`src/tmf_pkg.sv`:
```
// Shared constants and types for the multichannel trimmed mean filter.
// No dependencies; imported by every module of the block.
`timescale 1ns / 1ps
`default_nettype none

package tmf_pkg;

  localparam int SAMPLE_BITS      = 12;
  localparam int VALUE_BITS       = 12;
  localparam int CHAN_BITS        = 3;
  localparam int CFG_BITS         = 3;
  localparam int MAX_CHANNELS_DEF = 6;
  localparam int SAMPLES_DEF      = 8;

  localparam logic [CFG_BITS-1:0] CFG_RESET = 3'd6;

  typedef struct packed {
    logic vld;
    logic frame_end;
  } tmf_ctl_t;

endpackage

`default_nettype wire

```
`src/multichannel_trimmed_mean_filter.sv`:
```
// Top level of the multichannel trimmed mean filter: ports, channel count register,
// input skid stage and input register. Depends on tmf_pkg, tmf_stats and tmf_div.
//
//   Channel  Direction  Handshake                 Payload
//   in       sink       in_valid_i / in_stall_o   sample_i, frame_start_i
//   out      source     out_valid_o / out_stall_i channel_o, value_o, frame_end_o
//   cfg      sink       cfg_valid_i / cfg_ready_o cfg_data_i (channels in use)
//
// A sample beat is taken every cycle while in_stall_o is low, then passes the input,
// stats and result registers. The per-channel min, max and sum registers set that rate.
// Reset clears the counters to channel 0 of round 0 and sets the channel count to six.
// An output stall freezes the pipeline; one skid entry keeps in_stall_o registered.
`timescale 1ns / 1ps
`default_nettype none

module multichannel_trimmed_mean_filter #(
  parameter int MAX_CHANNELS = tmf_pkg::MAX_CHANNELS_DEF,
  parameter int SAMPLES = tmf_pkg::SAMPLES_DEF
) (
  input  logic                            clk_i,
  input  logic                            rst_ni,
  input  logic                            in_valid_i,
  output logic                            in_stall_o,
  input  logic [tmf_pkg::SAMPLE_BITS-1:0] sample_i,
  input  logic                            frame_start_i,
  output logic                            out_valid_o,
  input  logic                            out_stall_i,
  output logic [tmf_pkg::CHAN_BITS-1:0]   channel_o,
  output logic [tmf_pkg::VALUE_BITS-1:0]  value_o,
  output logic                            frame_end_o,
  input  logic                            cfg_valid_i,
  output logic                            cfg_ready_o,
  input  logic [tmf_pkg::CFG_BITS-1:0]    cfg_data_i
);
  import tmf_pkg::*;

  localparam int CH_W  = (MAX_CHANNELS > 1) ? $clog2(MAX_CHANNELS) : 1;
  localparam int SUM_W = SAMPLE_BITS + $clog2(SAMPLES);

  logic [CFG_BITS-1:0]    cfg_q;
  logic [CH_W:0]          chans;

  logic                   skid_vld_q, skid_vld_d;
  logic [SAMPLE_BITS-1:0] skid_sample_q;
  logic                   skid_start_q;
  logic                   s0_vld_q, s0_vld_d;
  logic [SAMPLE_BITS-1:0] s0_sample_q;
  logic                   s0_start_q;

  logic                   accept;
  logic                   adv;
  logic                   s0_ready;

  tmf_ctl_t               s1_ctl;
  logic [CH_W-1:0]        s1_ch;
  logic [SUM_W-1:0]       s1_rest;

  assign cfg_ready_o = 1'b1;

  always_ff @(posedge clk_i or negedge rst_ni) begin
    if (!rst_ni) begin
      cfg_q <= CFG_RESET;
    end else if (cfg_valid_i && cfg_ready_o) begin
      cfg_q <= cfg_data_i;
    end
  end

  always_comb begin
    if (cfg_q == '0) begin
      chans = (CH_W + 1)'(1);
    end else if (32'(cfg_q) > MAX_CHANNELS) begin
      chans = (CH_W + 1)'(MAX_CHANNELS);
    end else begin
      chans = (CH_W + 1)'(cfg_q);
    end
  end

  always_comb begin
    adv        = !out_valid_o || !out_stall_i;
    s0_ready   = adv || !s0_vld_q;
    in_stall_o = skid_vld_q;
    accept     = in_valid_i && !skid_vld_q;

    skid_vld_d = skid_vld_q;
    s0_vld_d   = s0_vld_q;
    if (s0_ready) begin
      skid_vld_d = 1'b0;
      s0_vld_d   = skid_vld_q || accept;
    end else if (accept) begin
      skid_vld_d = 1'b1;
    end
  end

  always_ff @(posedge clk_i or negedge rst_ni) begin
    if (!rst_ni) begin
      skid_vld_q <= 1'b0;
      s0_vld_q   <= 1'b0;
    end else begin
      skid_vld_q <= skid_vld_d;
      s0_vld_q   <= s0_vld_d;
    end
  end

  always_ff @(posedge clk_i) begin
    if (accept && !s0_ready) begin
      skid_sample_q <= sample_i;
      skid_start_q  <= frame_start_i;
    end
    if (s0_ready) begin
      if (skid_vld_q) begin
        s0_sample_q <= skid_sample_q;
        s0_start_q  <= skid_start_q;
      end else begin
        s0_sample_q <= sample_i;
        s0_start_q  <= frame_start_i;
      end
    end
  end

  tmf_stats #(
    .MAX_CHANNELS (MAX_CHANNELS),
    .SAMPLES      (SAMPLES)
  ) u_stats (
    .clk_i    (clk_i),
    .rst_ni   (rst_ni),
    .adv_i    (adv),
    .vld_i    (s0_vld_q),
    .sample_i (s0_sample_q),
    .start_i  (s0_start_q),
    .chans_i  (chans),
    .ctl_o    (s1_ctl),
    .ch_o     (s1_ch),
    .rest_o   (s1_rest)
  );

  tmf_div #(
    .MAX_CHANNELS (MAX_CHANNELS),
    .SAMPLES      (SAMPLES)
  ) u_div (
    .clk_i       (clk_i),
    .rst_ni      (rst_ni),
    .adv_i       (adv),
    .ctl_i       (s1_ctl),
    .ch_i        (s1_ch),
    .rest_i      (s1_rest),
    .valid_o     (out_valid_o),
    .channel_o   (channel_o),
    .value_o     (value_o),
    .frame_end_o (frame_end_o)
  );

  a_skid_behind_s0: assert property (@(posedge clk_i) disable iff (!rst_ni)
    skid_vld_q |-> s0_vld_q)
    else $error("skid entry held while the input register is empty");

  a_stall_after_beat: assert property (@(posedge clk_i) disable iff (!rst_ni)
    $rose(in_stall_o) |-> $past(in_valid_i))
    else $error("input stall raised without an incoming beat");

  a_stall_clears: assert property (@(posedge clk_i) disable iff (!rst_ni)
    !out_valid_o |=> !in_stall_o)
    else $error("input stall held although the output was free");

endmodule

`default_nettype wire

```
`src/tmf_stats.sv`:
```
// Channel and round counters plus per-channel minimum, maximum and sum registers.
// Produces the trimmed sum of a channel on its last round. Depends on tmf_pkg.
`timescale 1ns / 1ps
`default_nettype none

module tmf_stats #(
  parameter int MAX_CHANNELS = tmf_pkg::MAX_CHANNELS_DEF,
  parameter int SAMPLES = tmf_pkg::SAMPLES_DEF,
  localparam int CH_W = (MAX_CHANNELS > 1) ? $clog2(MAX_CHANNELS) : 1,
  localparam int RND_W = $clog2(SAMPLES),
  localparam int SUM_W = tmf_pkg::SAMPLE_BITS + $clog2(SAMPLES)
) (
  input  logic                             clk_i,
  input  logic                             rst_ni,
  input  logic                             adv_i,
  input  logic                             vld_i,
  input  logic [tmf_pkg::SAMPLE_BITS-1:0]  sample_i,
  input  logic                             start_i,
  input  logic [CH_W:0]                    chans_i,
  output tmf_pkg::tmf_ctl_t                ctl_o,
  output logic [CH_W-1:0]                  ch_o,
  output logic [SUM_W-1:0]                 rest_o
);
  import tmf_pkg::*;

  logic [SAMPLE_BITS-1:0] min_q [MAX_CHANNELS];
  logic [SAMPLE_BITS-1:0] max_q [MAX_CHANNELS];
  logic [SUM_W-1:0]       sum_q [MAX_CHANNELS];

  logic [CH_W-1:0]        chan_pos_q, chan_pos_d;
  logic [RND_W-1:0]       round_pos_q, round_pos_d;
  tmf_ctl_t               ctl_q, ctl_d;
  logic [CH_W-1:0]        ch_q;
  logic [SUM_W-1:0]       rest_q, rest_d;

  logic                   en;
  logic                   restart;
  logic [CH_W-1:0]        ch;
  logic [RND_W-1:0]       rnd;
  logic                   first;
  logic                   last_round;
  logic [CH_W:0]          ch_next;
  logic [SAMPLE_BITS-1:0] min_d, max_d;
  logic [SUM_W-1:0]       sum_d;

  always_comb begin
    en         = vld_i & adv_i;
    restart    = start_i || ({1'b0, chan_pos_q} >= chans_i) || (32'(round_pos_q) >= SAMPLES);
    ch         = restart ? '0 : chan_pos_q;
    rnd        = restart ? '0 : round_pos_q;
    first      = (rnd == '0);
    last_round = (rnd == RND_W'(SAMPLES - 1));

    min_d = (first || (sample_i < min_q[ch])) ? sample_i : min_q[ch];
    max_d = (first || (sample_i > max_q[ch])) ? sample_i : max_q[ch];
    sum_d = first ? SUM_W'(sample_i) : sum_q[ch] + SUM_W'(sample_i);
    rest_d = sum_d - SUM_W'(min_d) - SUM_W'(max_d);

    ch_next         = {1'b0, ch} + (CH_W + 1)'(1);
    ctl_d.vld       = vld_i & last_round;
    ctl_d.frame_end = (ch_next == chans_i);

    chan_pos_d  = chan_pos_q;
    round_pos_d = round_pos_q;
    if (en) begin
      if (ch_next >= chans_i) begin
        chan_pos_d  = '0;
        round_pos_d = last_round ? '0 : rnd + RND_W'(1);
      end else begin
        chan_pos_d  = ch_next[CH_W-1:0];
        round_pos_d = rnd;
      end
    end
  end

  always_ff @(posedge clk_i) begin
    if (en) begin
      min_q[ch] <= min_d;
      max_q[ch] <= max_d;
      sum_q[ch] <= sum_d;
    end
  end

  always_ff @(posedge clk_i or negedge rst_ni) begin
    if (!rst_ni) begin
      chan_pos_q  <= '0;
      round_pos_q <= '0;
      ctl_q       <= '0;
    end else begin
      chan_pos_q  <= chan_pos_d;
      round_pos_q <= round_pos_d;
      if (adv_i) begin
        ctl_q <= ctl_d;
      end
    end
  end

  always_ff @(posedge clk_i) begin
    if (adv_i) begin
      ch_q   <= ch;
      rest_q <= rest_d;
    end
  end

  assign ctl_o  = ctl_q;
  assign ch_o   = ch_q;
  assign rest_o = rest_q;

  a_chan_pos_range: assert property (@(posedge clk_i) disable iff (!rst_ni)
    32'(chan_pos_q) < MAX_CHANNELS)
    else $error("channel position beyond the channel store");

  a_round_pos_range: assert property (@(posedge clk_i) disable iff (!rst_ni)
    32'(round_pos_q) < SAMPLES)
    else $error("round position beyond the frame length");

  a_frame_wrap: assert property (@(posedge clk_i) disable iff (!rst_ni)
    (en && last_round && ctl_d.frame_end) |=> (chan_pos_q == '0) && (round_pos_q == '0))
    else $error("counters did not wrap at the end of a frame");

endmodule

`default_nettype wire

```
`src/tmf_div.sv`:
```
// Floor division of the trimmed sum by the sample count minus two, and the result register.
// Uses a reciprocal multiply with a rounded-up constant. Depends on tmf_pkg.
`timescale 1ns / 1ps
`default_nettype none

module tmf_div #(
  parameter int MAX_CHANNELS = tmf_pkg::MAX_CHANNELS_DEF,
  parameter int SAMPLES = tmf_pkg::SAMPLES_DEF,
  localparam int CH_W = (MAX_CHANNELS > 1) ? $clog2(MAX_CHANNELS) : 1,
  localparam int SUM_W = tmf_pkg::SAMPLE_BITS + $clog2(SAMPLES)
) (
  input  logic                            clk_i,
  input  logic                            rst_ni,
  input  logic                            adv_i,
  input  tmf_pkg::tmf_ctl_t               ctl_i,
  input  logic [CH_W-1:0]                 ch_i,
  input  logic [SUM_W-1:0]                rest_i,
  output logic                            valid_o,
  output logic [tmf_pkg::CHAN_BITS-1:0]   channel_o,
  output logic [tmf_pkg::VALUE_BITS-1:0]  value_o,
  output logic                            frame_end_o
);
  import tmf_pkg::*;

  localparam int DIVISOR = SAMPLES - 2;
  localparam int SHIFT   = SUM_W + $clog2(DIVISOR);
  localparam int MUL_W   = SUM_W + 1;
  localparam int PROD_W  = SUM_W + MUL_W;
  localparam longint unsigned MUL_K =
    ((64'd1 << SHIFT) + 64'(DIVISOR) - 64'd1) / 64'(DIVISOR);
  localparam logic [MUL_W-1:0] MUL_C = MUL_W'(MUL_K);

  logic [PROD_W-1:0]     prod;
  logic [VALUE_BITS-1:0] value_d;
  logic                  vld_q;
  logic [CHAN_BITS-1:0]  channel_q;
  logic [VALUE_BITS-1:0] value_q;
  logic                  frame_end_q;

  always_comb begin
    prod    = PROD_W'(rest_i) * PROD_W'(MUL_C);
    value_d = VALUE_BITS'(prod >> SHIFT);
  end

  always_ff @(posedge clk_i or negedge rst_ni) begin
    if (!rst_ni) begin
      vld_q <= 1'b0;
    end else if (adv_i) begin
      vld_q <= ctl_i.vld;
    end
  end

  always_ff @(posedge clk_i) begin
    if (adv_i) begin
      channel_q   <= CHAN_BITS'(ch_i);
      value_q     <= value_d;
      frame_end_q <= ctl_i.frame_end;
    end
  end

  assign valid_o     = vld_q;
  assign channel_o   = channel_q;
  assign value_o     = value_q;
  assign frame_end_o = frame_end_q;

endmodule

`default_nettype wire

```
`config.mk`:
```
export PLATFORM = sky130hd
export DESIGN_NAME = multichannel_trimmed_mean_filter
export DESIGN_NICKNAME = d
export VERILOG_FILES = /design/src/tmf_pkg.sv /design/src/multichannel_trimmed_mean_filter.sv /design/src/tmf_stats.sv /design/src/tmf_div.sv
export SDC_FILE = /design/constraint.sdc
export NUM_CORES = 1
export LEC_CHECK = 0
export ABC_AREA = 1
export BUFFER_PORTS_ARGS = -buffer_cell sky130_fd_sc_hd__buf_2
export CORE_MARGIN = 8
export CORE_UTILIZATION = 45
export DETAILED_ROUTE_END_ITERATION = 7
export PLACE_DENSITY = 0.67
export SKIP_CTS_REPAIR_TIMING = 1
export SLEW_MARGIN = 20
export SYNTH_ARGS = -nofsm -noshare
export SYNTH_HDL_FRONTEND = slang
export SYNTH_SLANG_ARGS = --single-unit
```
`constraint.sdc`:
```
create_clock -name clk_i -period 6.6 [get_ports clk_i]
set_input_delay 0.99 -clock clk_i [delete_from_list [all_inputs] [get_ports clk_i]]
set_output_delay 0.99 -clock clk_i [all_outputs]
set_load 0.01 [all_outputs]
```
==> summary.md <==
| Metric | Value |
|---|---|
| Commonest non-fill, non-tap cells in the layout | `edfxtp_1, nand2_1, inv_1` |
| Worst-path maximum fanout | `46` |
| Initial Utilization | `0.4549` |
| Top post-synthesis cells by area | `edfxtp_1, ha_1, fa_1` |
| Layout cells sized above 1 | `0.1104` |
| Final-stage net count | `1996` |
| Fin cells | `2291` |
| Router iterations before antenna repair | `6` |
| CP startpoint kind | `flip-flop` |
| Die width | `216.2 microns` |
| DR WL met3 | `2109 microns` |
| Die Height | `216.2 microns` |
| R2R depth | `35` |
| Ant diodes | `0` |
| Avg Inst Size Synth | `10.81 sq um` |
| Dpl ws | `48.76 ps` |
| Critical path's most frequent cell | `nand2_1` |
| Via Count | `12200` |
| Worst Hold Class | `in2async` |
| Vias per inst | `5.325` |
| Core footprint | `39640 sq um` |
| CP max stage delay | `520 ps` |
| WL per Instance | `17.99 microns` |
| Root Buffer Master | `clkbuf_16` |
| CTS Buffer Depth | `3` |
| Synth unique cells | `53` |
| Drt total wl | `41220 microns` |
| Clock Pin Slew Worst Setup and Hold Paths | `60 ps` |
| Fin crit share | `0.9352` |
| CTS tree | `built` |
| RSZ-0062 raised after global routing | `no` |
| Worst r2r src | `cfg_q[1]$_DFFE_PN1P_` |
| Area leader, netlist | `edfxtp_1` |
| H-tree Lvls | `2` |
| Placed Instances | `2227` |
| Worst Setup End Kind | `flip-flop` |
| Most common cell after layout, fill and taps aside | `edfxtp_1` |
| Final ANT Viol Nets | `0` |
| Slew Limit Fails | `0` |
| Die area | `46740 sq um` |
| WS Path Type | `reg2reg` |
| Post-synth top flop | `edfxtp_1` |
| Final setup vio count | `0` |
| IO Count | `40` |
| Max Cap Viol | `0` |
| Worst EP required | `6900 ps` |
| RR Endpoint | `u_stats.rest_o[14]$_DFFE_PP_` |
| First-pass GRT wire length | `65320 microns` |
| Std cell rows | `73` |
| Met1 Wirelength | `17720 microns` |
| Gr ovfl total | `0` |
| Ys Warns | `0` |
| CP max stage cell | `dfstp_2` |
| Initial antenna violation count | `0` |
| Max Freq | `162.0 MHz` |
| Maximum number of pins on one net before global-route repair | `59` |
| Top Metal Used | `met4` |
| Worst-skew pair later-pin latency | `560 ps` |
| Mapped Cells | `1668` |
| Final Hold Fails | `0` |
| Post-synth EDFFs | `294` |
| Worst Tran Pin Value | `1082 ps` |
| Total CTS buffers | `35` |
| Fin Clk Skew | `25.95 ps` |
| Area share of the largest cell type after synthesis | `0.4896` |
| Dpl hpwl | `28910 microns` |
| Syn nets | `1923` |
| Clock sink total | `308` |
| Flops & latches, synth | `308` |
| Vias in the first global route | `12090` |
| Final hold slack | `342.0 ps` |
| Min cycle time layout | `6172 ps` |
| WL met2 | `20130 microns` |
| WP buf/inv | `7` |
| Post-synthesis sequential area ratio | `0.5091` |
| Port Buffers | `38` |
| Status | `completed` |
| Reg-to-reg setup timing slack | `430 ps` |
| Arrival @ worst endpoint | `6470 ps` |
| Residual DRC | `0` |
| Fin util | `0.5133` |
| Slew headroom | `0.2707` |
| Area growth syn-to-layout | `12.82%` |
| FF+latch area | `9181 sq um` |
| GRT Total Usage | `0.1751` |
| Routability cong. | `0.9126` |
| Number of DRC markers in iteration 0 | `960` |
| Cell family with most CP delay | `simple AND/OR/NAND/NOR gates` |
| Multi-input gate area | `7845 sq um` |
| Slack of the critical path | `427.8 ps` |
| Synth Cell Area | `18030 sq um` |
| Filler cell count | `3449` |
| Async SR Flop Fraction | `0.04545` |
==> routing by layer <==
| layer | track usage | vias to the layer above |
|---|---|---|
| met1 | 0.2260 | 5890 |
| met5 | 0 | - |
| met2 | 0.2959 | 340 |
| met3 | 0.02646 | 80 |
| met4 | 0.06470 | 0 |
| li1 | - | 5889 |
==> cell families after synthesis <==
family | count (synthesis) | synth area share
mux | 3 | 0.001735
buf+inv | 264 | 0.06008
fa+ha+maj | 234 | 0.1936
other cells | 1 | 0.0002079
flops | 308 | 0.5091
compound gates | 290 | 0.09040
simple gates | 536 | 0.1293
xor+xnor | 32 | 0.01554
==> sequential cells by signal (all words and copies together) (netlist names), 12 cells and up <==
signal          flops
s0_sample_q        12
u_stats.max_q      72
u_div.value_o      12
u_stats.rest_o     15
u_stats.min_q      72
skid_sample_q      12
u_stats.sum_q      90
==> cells in the mapped netlist (3+ instances only) <==
cell type / instances
edfxtp_1: 294
nand2_1: 278
inv_1: 208
ha_1: 159
nor2_1: 153
o21ai_0: 114
a21oi_1: 94
fa_1: 75
nand3_1: 44
o22ai_1: 24
xor2_1: 22
buf_2: 19
nand4_1: 16
nand3_2: 14
a221oi_1: 13
clkbuf_1: 13
dfrtp_1: 12
o21ai_1: 11
xnor2_1: 10
inv_2: 9
nor3_1: 8
a31oi_1: 7
o211ai_1: 7
buf_4: 6
a211oi_1: 4
nand2_4: 4
nor4_1: 4
or2_2: 4
buf_6: 3
nand2_2: 3
o21bai_1: 3
==> metrics by stage <==
step	area [sq um]	setup TNS, ps
after floorplan	18030	0
after global placement	19030	0
after detailed placement	19050	0
after CTS	20280	-5.782
after global routing	20350	0
final	20350	0
==> area by class of cell <==
class / instances / share of cell area
inverter: 219 / 0.04065
multi-input combinational: 1096 / 0.3856
sequential: 308 / 0.4513
timing repair buffer: 81 / 0.02970
clock buffer: 40 / 0.04397
clock inverter: 22 / 0.01654
tap: 525 / 0.03229
==> worst max-delay path by stage <==
stage	end	startpoint	slack (ps)	cells after the start
floorplan	u_stats.rest_o[11]$_DFFE_PP_	cfg_q[1]$_DFFE_PN1P_	790	32
detailed placement	u_stats.rest_o[13]$_DFFE_PP_	cfg_q[1]$_DFFE_PN1P_	50	30
global placement	u_stats.rest_o[13]$_DFFE_PP_	cfg_q[1]$_DFFE_PN1P_	210	30
CTS	u_stats.rest_o[13]$_DFFE_PP_	cfg_q[1]$_DFFE_PN1P_	-6	30
finish	u_stats.rest_o[14]$_DFFE_PP_	cfg_q[1]$_DFFE_PN1P_	430	35
global route	u_stats.rest_o[14]$_DFFE_PP_	cfg_q[2]$_DFFE_PN1P_	40	35
Power is left out: the tool's default activity adds up to more than one toggle a clock period on the data nets, which glitch-free logic cannot reach.
